<file path="src/rtl/core/spmv_pkg.sv">
`default_nettype none

package spmv_pkg;

    // Length of the x vector and the width of its address.
    localparam int VECTOR_LENGTH = 1024;
    localparam int X_AW          = $clog2(VECTOR_LENGTH);

    // Depth of the queue between the front and back parts.
    localparam int QUEUE_DEPTH = 4;
    localparam int Q_AW        = $clog2(QUEUE_DEPTH);

    // Command codes of an input word.
    localparam logic [1:0] CMD_LOAD    = 2'd0;
    localparam logic [1:0] CMD_ENTRY   = 2'd1;
    localparam logic [1:0] CMD_ROW_END = 2'd2;

    // Fill-mode codes; the unused codes behave as whole.
    localparam logic [2:0] FILL_WHOLE        = 3'd0;
    localparam logic [2:0] FILL_LOWER        = 3'd1;
    localparam logic [2:0] FILL_UPPER        = 3'd2;
    localparam logic [2:0] FILL_STRICT_LOWER = 3'd3;
    localparam logic [2:0] FILL_STRICT_UPPER = 3'd4;

    // Configuration register indexes.
    localparam int CFG_IW = 2;
    localparam logic [CFG_IW-1:0] CFG_ALPHA     = 2'd0;
    localparam logic [CFG_IW-1:0] CFG_BETA      = 2'd1;
    localparam logic [CFG_IW-1:0] CFG_FILL_MODE = 2'd2;

    // Alpha resets to 1.0 in Q16.16.
    localparam logic [31:0] ALPHA_RESET = 32'h0001_0000;

    // Kind of work handed from the front part to the back part.
    typedef enum logic {
        OP_MAC,
        OP_ROW_END
    } t_op;

    // Input word.
    typedef struct packed {
        logic [1:0]          cmd;
        logic [9:0]          row;
        logic [9:0]          col;
        logic signed [31:0]  value;
        logic signed [31:0]  y_in;
    } t_in_word;

    // Result word.
    typedef struct packed {
        logic [9:0]          row_out;
        logic signed [31:0]  y_out;
        logic                saturated;
    } t_out_word;

    // Work word in the queue: opa is the entry value or y_in, opb is x[col].
    typedef struct packed {
        t_op                 op;
        logic [9:0]          row;
        logic signed [31:0]  opa;
        logic signed [31:0]  opb;
    } t_work_word;

endpackage

`default_nettype wire

</file>
<file path="src/rtl/core/spmv_queue.sv">
`default_nettype none

module spmv_queue (
    input  wire                    i_clk,
    input  wire                    i_rst_n,
    input  wire                    i_push,
    input  spmv_pkg::t_work_word   i_push_data,
    output logic                   o_full,
    input  wire                    i_pop,
    output spmv_pkg::t_work_word   o_pop_data,
    output logic                   o_empty
);
    import spmv_pkg::*;

    t_work_word       r_mem [QUEUE_DEPTH];
    logic [Q_AW-1:0]  r_wr_ptr;
    logic [Q_AW-1:0]  r_rd_ptr;
    logic [Q_AW:0]    r_count;

    assign o_full     = (r_count == (Q_AW+1)'(QUEUE_DEPTH));
    assign o_empty    = (r_count == '0);
    assign o_pop_data = r_mem[r_rd_ptr];

    // Pointers wrap on their own since the depth is a power of two.
    always_ff @(posedge i_clk) begin
        if (!i_rst_n) begin
            r_wr_ptr <= '0;
            r_rd_ptr <= '0;
            r_count  <= '0;
        end else begin
            if (i_push) begin
                r_wr_ptr <= r_wr_ptr + 1'b1;
            end
            if (i_pop) begin
                r_rd_ptr <= r_rd_ptr + 1'b1;
            end
            if (i_push && !i_pop) begin
                r_count <= r_count + 1'b1;
            end else if (!i_push && i_pop) begin
                r_count <= r_count - 1'b1;
            end
        end
    end

    always_ff @(posedge i_clk) begin
        if (i_push) begin
            r_mem[r_wr_ptr] <= i_push_data;
        end
    end

    a_count_bound: assert property (@(posedge i_clk) disable iff (!i_rst_n)
        r_count <= (Q_AW+1)'(QUEUE_DEPTH))
        else $error("queue count above depth");

    a_no_overflow: assert property (@(posedge i_clk) disable iff (!i_rst_n)
        i_push |-> !o_full)
        else $error("push into a full queue");

    a_no_underflow: assert property (@(posedge i_clk) disable iff (!i_rst_n)
        i_pop |-> !o_empty)
        else $error("pop from an empty queue");

endmodule

`default_nettype wire

</file>
<file path="config.mk">
export PLATFORM = sky130hd
export DESIGN_NAME = spmv_queue
export DESIGN_NICKNAME = d
export VERILOG_FILES = /design/src/rtl/core/spmv_pkg.sv /design/src/rtl/core/spmv_queue.sv
export SDC_FILE = /design/constraint.sdc
export NUM_CORES = 1
export LEC_CHECK = 0
export ABC_AREA = 1
export BUFFER_PORTS_ARGS = -buffer_cell sky130_fd_sc_hd__buf_2
export CORE_MARGIN = 3
export CORE_UTILIZATION = 52
export CTS_CLUSTER_SIZE = 24
export DETAILED_ROUTE_END_ITERATION = 16
export GPL_ROUTABILITY_DRIVEN = 1
export PLACE_DENSITY = 0.87
export SYNTH_ARGS = -nofsm -noshare
export SYNTH_HDL_FRONTEND = slang
export SYNTH_SLANG_ARGS = --single-unit
</file>
<file path="constraint.sdc">
create_clock -name i_clk -period 2.6 [get_ports i_clk]
set_clock_uncertainty 0.15 [all_clocks]
set_input_delay 0.39 -clock i_clk [delete_from_list [all_inputs] [get_ports i_clk]]
set_output_delay 0.39 -clock i_clk [all_outputs]
set_load 0.05 [all_outputs]
</file>
==> results of run 1 <==
## metrics by stage
step / utilization (%) / hold slack (ns)
4_1_cts: 66.7 / 0.0239
6_report: 67.1 / 0.0510
3_3_place_gp: 58.9 / 0.273
3_5_place_dp: 58.9 / 0.273
5_1_grt: 67.1 / 0.0543
2_1_floorplan: - / 0.262
## per-layer routing
layer | vias up | routed length (um)
met5 | - | 0
met4 | 0 | 873
met3 | 63 | 1800
met2 | 325 | 14500
met1 | 3669 | 10600
li1 | 3453 | -
## registers in the layout (all words and copies together) (netlist names), named ones only
register	cells
r_count	3
r_rd_ptr	2
r_mem	300
r_wr_ptr	2
## power by group
group,switching [W],total [W],internal (W)
sequential,0.0000747,0.00576,0.00569
clock,0.00171,0.00416,0.00245
combinational,0.00130,0.00186,0.000556
total,0.00309,0.0118,0.00870
## worst max-delay path: stages, from the launching register on
cell     delay (ns)
dfxtp_4        0.43
inv_16         0.23
buf_4          0.25
nor2_1         0.07
o22ai_1        0.25
buf_4          0.25
## what timing repair did
item / CTS / global route
hold buffers: 76 / 0
endpoints found under the setup margin: 74 / 48
setup buffers: 3 / 0
cloned: 1 / 0
gates resized for setup: 7 / 58
endpoints found under the hold margin: 304 / 0
## layout by cell type (no fill, tap or decap), types with 7 or more instances in the layout
master         count
dfxtp_1            7
nor2_1           100
clkbuf_16         31
nor2_4            50
o21ai_1           38
nand2_1            9
inv_1             11
buf_4             24
o21ai_0          113
edfxtp_1         300
o22ai_2           50
buf_2            119
dlygate4sd3_1     76
clkinv_1          11
clkbuf_4          28
buf_12            13
o22ai_1           25
## layout make-up
class	count	area (um2)	area share (%)
clock inverter	19	159	1.03
clock buffer	36	795	5.15
tap	313	392	2.54
multi-input combinational	409	2710	17.6
inverter	17	90.1	0.584
timing repair buffer	263	2080	13.5
antenna	3	7.51	0.0487
sequential	309	9200	59.6
## worst min path at each step
stage,endpoint,depth (start not counted),startpoint
2_1_floorplan,register,1,r_rd_ptr[1]$_SDFFE_PN0P_
4_1_cts,r_rd_ptr[0]$_SDFFE_PN0P_,4,i_pop
6_report,r_rd_ptr[0]$_SDFFE_PN0P_,4,i_pop
3_3_place_gp,register,1,r_rd_ptr[1]$_SDFFE_PN0P_
5_1_grt,r_rd_ptr[0]$_SDFFE_PN0P_,4,i_pop
3_5_place_dp,register,1,r_rd_ptr[1]$_SDFFE_PN0P_
## kinds of logic (layout without fill, tap and decap cells)
kind of cell,count (synthesis),after routing,synth area share (%)
adders and majority gates,6,6,0.670
other,0,3,0
buffers and inverters,65,335,3.40
DFF,309,309,74.6
and+or+nand+nor,168,168,8.32
AOI/OAI and AO/OA,235,235,13.0
==> metrics, run 1 <==
core box area 23,000 um2; met1 Track Usage GR 26.2%; crit path kind reg2out; port bufs 155; Final nets 1,115; FF-to-FF End r_mem[2][64]$_DFFE_PP_; layout cells sized above 1 approximately 33%; reg2reg start r_wr_ptr[0]$_SDFFE_PN0P_; syn nets 868; period utilization 99.9%; TritonCTS Sinks 309; Worst R2R Path Depth 5; layer with the highest usage met2; Pwr Density 764 nW/um2; largest net degree at the start of global routing 50; Primary FF master, synth edfxtp_1; Cells after DPL 1,231; setup slack after layout 0.00360 ns; Pre-antenna DRT Iters 5; Die Y 160 um; Rel. slew slack between 60% and 70%; Synth Cell Area 12,300 um2; leading area contributor after synthesis edfxtp_1; hpwl dp 15,100 um; HP Class in2reg; Worst EP required between 2 and 2.5 ns; CP Launch Type register; pre-CTS WS 0.424 ns; Cell variety after synth 24; Die X 160 um; Final Hold Fails 0; total grt overflow 0; CTS tree done; die area 25,600 um2; Clk Latency, worst-skew pair about 0.54 ns; ys async rst share 0%; Leak approximately 5.4 nW; DR vias 7,510; Syn Inst Count 783; grt met2 use 37.5%; RSZ-0062 raised after global routing yes; CTS buffer count 30; area delta synth->final 25.2%; First DRT Iteration DRCs 634; total power 0.0118 W; vias in the first global route slightly below 8,000; MaxCap Viol Count 0; GP Congestion between 0.7 and 0.8; Peak VDD IR 0.604 mV; initial antenna violation count 2; f_max 385 MHz; Detailed Route WL 27,800 um; Slew Viols, Final 0; status completed; setup TNS 0 ns; synth cell count leaders edfxtp_1 (300), o21ai_0 (131), nor2_1 (100); M3 GR Usage 3.68%; endpoint type of the worst setup path primary output; Data arrival, critical path 2.06 ns; # DRC 0; effective utilization at floorplan 53.6%; Root Buffer clkbuf_16; global-route usage over all layers 21.1%; Mean Syn Cell Area between 15 and 20 um2; Final Critical Period about 2.6 ns; post-route insts no fill around 1,400; Ports 156; synth top area cells edfxtp_1 (73%), o21ai_0 (5.3%), o22ai_2 (5.1%); warnings from Yosys 0; Placed Area 13,500 um2; post-route ant nets 0; Yosys top cell area share 73.1%; Clock transition at path regs 0.06 ns; Post-synth EDFFs 300; layout filler cell count between 1,500 and 2,000; Via density 5.49; critical path endpoint o_pop_data[53]; std cell rows 55; first-pass GRT wire length about 43,000 um; Slew @ Worst Pin about 0.54 ns; FF+latch count, synth 309; routed len/inst 20.3 um; final setup fails 0; maximum clock path buffer count 3; Seq/Total Area, Yosys 74.6%; critical path fanouts, max 34; design area about 15,000 um2; most frequent cell after synthesis edfxtp_1; flop2flop setup slack roughly 0.54 ns; H-tree level count 1
Note: power is estimated with default switching activity, not from simulation.
==> run 2: changes to the inputs <==
SLEW_MARGIN = 40   (was unset)
clock period = 2.23 ns   (was 2.6 ns; I/O delays follow)
==> run 2 against run 1 <==
Effect of this change:
- the flow now finishes with violations (negative setup slack)
- first-iteration DRC count down 19%
- critical path depth grew 1
- utilization is 6.3 points higher
- global-route usage increased by 0.33 points
- non-clock buffer count increased by 46
- wire length grew 22%
- via count rose by 7.7%
- power increased by 20%
- highest routed layer unchanged
==> metrics, run 2 (synthesis gave the netlist of run 1 again) <==
Slew Viols, Final 0 (unchanged); Root Buffer clkbuf_16 (unchanged); Slew @ Worst Pin 0.497 ns (was 0.535 ns); maximum clock path buffer count 3 (unchanged); Ports 156 (unchanged); final setup fails 73 (was 0); total power 0.0141 W (was 0.0118 W); crit path kind reg2out (unchanged); most frequent cells in the layout edfxtp_1 (300), nor2_1 (87), buf_2 (80) (was edfxtp_1 (300), buf_2 (119), o21ai_0 (113)); # diodes 0 (was 3); port bufs 155 (unchanged); Largest Register r_mem (unchanged); Detailed Route WL 33,900 um (was 27,800 um); Seq. cell area 9200 um2 (about the same); HP Start r_rd_ptr[1]$_SDFFE_PN0P_ (was i_pop); f_max 420 MHz; Leak 5.96 nW (was 5.38 nW); area delta synth->final 37.1% (was 25.2%); hpwl dp 14,800 um (was 15,100 um); largest net degree at the start of global routing 68 (was 50); Rel. slew slack 66.9% (was 64.3%); Pwr Density 837 nW/um2 (was 764 nW/um2); layout filler cell count 1,291 (was 1,533); routed len/inst 24.0 um (was 20.3 um); Die X 160 um (unchanged); setup slack after layout -0.150 ns (was 0.00360 ns); Die Y 160 um (unchanged); CP Launch Type register (unchanged); Peak VDD IR 0.710 mV (was 0.604 mV); std cell rows 55 (unchanged); HP Class reg2reg (was in2reg); Worst EP required 1.75 ns (was 2.06 ns); post-route ant nets 0 (unchanged); total grt overflow 0 (unchanged); Final Critical Period 2.38 ns; initial antenna violation count 0 (was 2); CTS tree done (unchanged); Largest regs r_mem: 300 flops, r_count: 3 flops (unchanged); first-pass GRT wire length 43,300 um (was 42,600 um); Clock transition at path regs 0.06 ns (about the same); critical path fanouts, max 5 (was 34); hold_ws 0.292 ns (was 0.0510 ns); TritonCTS Sinks 309 (unchanged); number of flip-flops in the largest register 300 (unchanged); effective utilization at floorplan 53.6% (unchanged); vias in the first global route 7,984 (was 7,737); Data arrival, critical path 1.90 ns (was 2.06 ns); layout cells sized above 1 42.9% (was 32.7%); Clk Latency, worst-skew pair 0.53 ns (was 0.54 ns); area taken by multi-input logic gates 3050 um2 (was 2710 um2); First DRT Iteration DRCs 512 (was 634); DR vias 8,092 (was 7,510); endpoint type of the worst setup path primary output (unchanged); RSZ-0062 raised after global routing yes (unchanged); most common cell after layout, fill and taps aside edfxtp_1 (unchanged); period utilization 107%; global-route usage over all layers 21.4% (was 21.1%); Final nets 1,163 (was 1,115); GP Congestion 0.731 (was 0.744); Final Hold Fails 0 (unchanged); failing checks negative setup slack; CTS buffer count 29 (was 30); Via density 5.74 (was 5.49); # DRC 0 (unchanged); Pre-antenna DRT Iters 5 (unchanged); die area 25,600 um2 (unchanged); reg2reg start r_wr_ptr[0]$_SDFFE_PN0P_ (unchanged); H-tree level count 1 (unchanged); MaxCap Viol Count 0 (unchanged); core box area 23,000 um2 (unchanged); status finished, violations left (was completed)
[run 2: stage by stage]
step	setup TNS (ns)	std cells	setup WS (ns)	util, %	instance area, um2
floorplan	-3.79	783	-0.0249	-	12300
global placement	0	1231	0.329	59.2	13600
detailed placement	0	1231	0.274	59.2	13600
CTS	-7.57	1359	-0.157	67.3	15500
global route	-9.50	1410	-0.185	73.5	16900
finish	-5.80	1410	-0.150	73.5	16900
[run 2: worst paths after layout]
path                            end  cells after the start  slack (ns)
min reg2reg                register                      1        0.29
min                        register                      1        0.29
max reg2reg  r_mem[0][35]$_DFFE_PP_                      5        0.42
max                  o_pop_data[55]                      6       -0.15
[run 2: per-layer routing]
| layer | wire, um | vias up | global-route usage, % |
|---|---|---|---|
| li1 | - | 3547 | - |
| met1 | 12900 | 4064 | 27.1 |
| met2 | 17800 | 410 | 38.3 |
| met3 | 2200 | 71 | 3.29 |
| met4 | 1010 | 0 | 6.59 |
| met5 | 0 | - | 0 |
[run 2: final cells by class]
type | count | share of cell area [%]
flip-flops and latches | 309 | 54.5
repair buffers | 309 | 19.1
multi-input cells | 409 | 18.0
clock buffers | 38 | 4.50
well taps | 313 | 2.32
inverters | 17 | 0.667
clock inverters | 12 | 0.615
repair inverters | 3 | 0.259
[run 2: report_power, final]
group / switching, W / leakage, nW / internal, W / total, W
clock: 0.00200 / 0.415 / 0.00260 / 0.00460
combinational: 0.00176 / 2.71 / 0.00105 / 0.00280
sequential: 0.0000976 / 2.83 / 0.00664 / 0.00673
total: 0.00386 / 5.96 / 0.0103 / 0.0141
[run 2: timing repair]
| action | CTS | global route |
|---|---|---|
| resized for setup | 93 | 264 |
| setup endpoints to repair | 75 | 75 |
| cloned | 0 | 20 |
| hold endpoints to repair | 309 | 0 |
| pin swaps | 0 | 20 |
| hold buffers | 78 | 0 |
| buffers inserted | 0 | 31 |
[run 2: worst max-delay path, cell delays in order (launching register included)]
cell,delay (ns)
dfxtp_4,0.39
buf_12,0.17
buf_12,0.14
clkbuf_16,0.16
o21ai_2,0.06
o22ai_1,0.20
buf_4,0.24
==> run 3: changes to the inputs <==
CELL_PAD_IN_SITES_DETAIL_PLACEMENT = 0   (was unset)
CELL_PAD_IN_SITES_GLOBAL_PLACEMENT = 2   (was unset)
CORE_UTILIZATION = 38   (was 52)
==> run 3 against run 2 <==
Effect of this change:
- the run still ends with negative setup slack left
- non-clock buffer count is 36 lower
- first-iteration DRC count is 37% lower
- final area is 0.27% higher
- register-to-register slack hardly changed
- critical path type unchanged
- utilization is 20 points lower
- wire length is 13% lower
- die area is 35% higher
- highest routed layer unchanged
- hold slack worse by 0.25 ns
- cell count is 4.8% higher
==> metrics, run 3 (synthesis gave the netlist of run 1 again) <==
status finished, violations left (unchanged); failing checks negative setup slack (unchanged); Worst R2R Path Depth 5 (unchanged); RSZ-0062 raised after global routing yes (unchanged); vias in the first global route 7,404 (was 7,984); Final Critical Period 2.32 ns (was 2.38 ns); TritonCTS Sinks 309 (unchanged); core box area 31,700 um2 (was 23,000 um2); CTS buffer count 35 (was 29); final core occ 53.4% (was 73.5%); pre-CTS WS 0.264 ns (was 0.274 ns); port bufs 155 (unchanged); first-pass GRT wire length 41,400 um (was 43,300 um); final setup fails 59 (was 73); Leak 5.92 nW (was 5.96 nW); Final Hold Fails 0 (unchanged); Cells on Worst Hold Path 3 (was 1); MaxCap Viol Count 0 (unchanged); Clock transition at path regs 0.06 ns (about the same); Pre-antenna DRT Iters 5 (unchanged); global-route usage over all layers 15.5% (was 21.4%); setup slack after layout -0.0862 ns (was -0.150 ns); Slew @ Worst Pin 0.520 ns (was 0.497 ns); Die Y 186 um (was 160 um); Via density 5.06 (was 5.74); crit path kind reg2out (unchanged); f_max 432 MHz (was 420 MHz); routed len/inst 19.9 um (was 24.0 um); CP Launch Type register (unchanged); # DRC 0 (unchanged); Largest Register r_mem (unchanged); most frequent cells in the layout edfxtp_1 (300), nor2_1 (94), buf_2 (80) (was edfxtp_1 (300), nor2_1 (87), buf_2 (80)); H-tree level count 2 (was 1); largest net degree at the start of global routing 79 (was 68); total grt overflow 0 (unchanged); Ports 156 (unchanged); Rel. slew slack 65.3% (was 66.9%); Final nets 1,135 (was 1,163); number of flip-flops in the largest register 300 (unchanged); Clk Latency, worst-skew pair 0.50 ns (was 0.53 ns); hpwl dp 14,400 um (was 14,800 um); Placed Area 13,600 um2 (about the same); Data arrival, critical path 1.83 ns (was 1.90 ns); hold_ws 0.0452 ns (was 0.292 ns); Largest regs r_mem: 300 flops, r_count: 3 flops (unchanged); GP Congestion 0.698 (was 0.731); First DRT Iteration DRCs 323 (was 512); initial antenna violation count 1 (was 0); most common cell after layout, fill and taps aside edfxtp_1 (unchanged); critical path fanouts, max 6 (was 5); DR vias 7,476 (was 8,092); Die X 186 um (was 160 um); Peak VDD IR 0.692 mV (was 0.710 mV); design area 16,900 um2 (about the same); setup TNS -1.90 ns (was -5.80 ns); CTS tree done (unchanged); Slew Viols, Final 0 (unchanged); maximum clock path buffer count 3 (unchanged); Pwr Density 881 nW/um2 (was 837 nW/um2); Detailed Route WL 29,500 um (was 33,900 um); std cell rows 65 (was 55); HP Class in2reg (was reg2reg); endpoint type of the worst setup path primary output (unchanged); die area 34,600 um2 (was 25,600 um2); layout cells sized above 1 41.6% (was 42.9%); Worst EP required 1.75 ns (about the same); post-route ant nets 0 (unchanged); Root Buffer clkbuf_16 (unchanged); area delta synth->final 37.4% (was 37.1%); period utilization 104% (was 107%); effective utilization at floorplan 38.8% (was 53.6%)
## run 3: changes by cell type in the layout (fill, tap and decap cells not counted), sizes merged
cell	before	now
clkinv	12	10
dlygate4sd3	78	76
bufinv	2	3
buf	220	188
clkbuf	49	59
clkinvlp	5	4
inv	13	17
diode	0	1
## run 3: cell type report
cell class              count  area [um2]
diodes                      1        2.50
clock buffers              50         995
clock inverters            12         130
fillers                  2543       14800
inverters                  17         108
multi-input cells         409        3130
flip-flops and latches    309        9200
well taps                 402         503
repair buffers            273        2800
repair inverters            5        61.3
## run 3: final timing paths
path                                 start                  endpoint  slack (ns)
hold reg to reg   r_rd_ptr[1]$_SDFFE_PN0P_                  register        0.34
setup reg to reg  r_wr_ptr[0]$_SDFFE_PN0P_    r_mem[0][26]$_DFFE_PP_        0.42
setup / recovery                  register            o_pop_data[58]       -0.09
hold / removal                       i_pop  r_rd_ptr[0]$_SDFFE_PN0P_        0.05
## run 3: per-layer routing
metal	global-route usage (%)	part of all wire, %	up-vias
met3	3.60	5.8	34
met2	26.7	51	219
met5	0	0	-
li1	-	-	3489
met4	3.49	1.4	0
met1	20.2	42	3734
## run 3: power breakdown
group / leakage (nW) / internal (W) / switching [W]
clock: 0.552 / 0.00344 / 0.00209
sequential: 2.83 / 0.00664 / 0.0000827
combinational: 2.53 / 0.000977 / 0.00168
## run 3: critical path, stage by stage (launching register included)
cell       delay (ns)
dfxtp_4          0.38
buf_12           0.18
inv_8            0.12
clkbuf_16        0.16
nor2_1           0.04
o22ai_1          0.21
buf_4            0.24
## run 3: stage by stage
stage                     total power (W)  std cells
after floorplan                   0.00824        783
after global placement            0.00880       1312
after detailed placement          0.00882       1312
after CTS                          0.0147       1460
after global routing               0.0155       1478
final                              0.0149       1478
## run 3: what timing repair did
action | 4_1_cts | 5_1_grt
hold endpoints to repair | 305 | 0
resized for setup | 141 | 174
pin swaps | 2 | 7
endpoints found under the setup margin | 75 | 75
gates cloned | 5 | 16
hold buffers | 76 | 0
setup buffers | 5 | 1
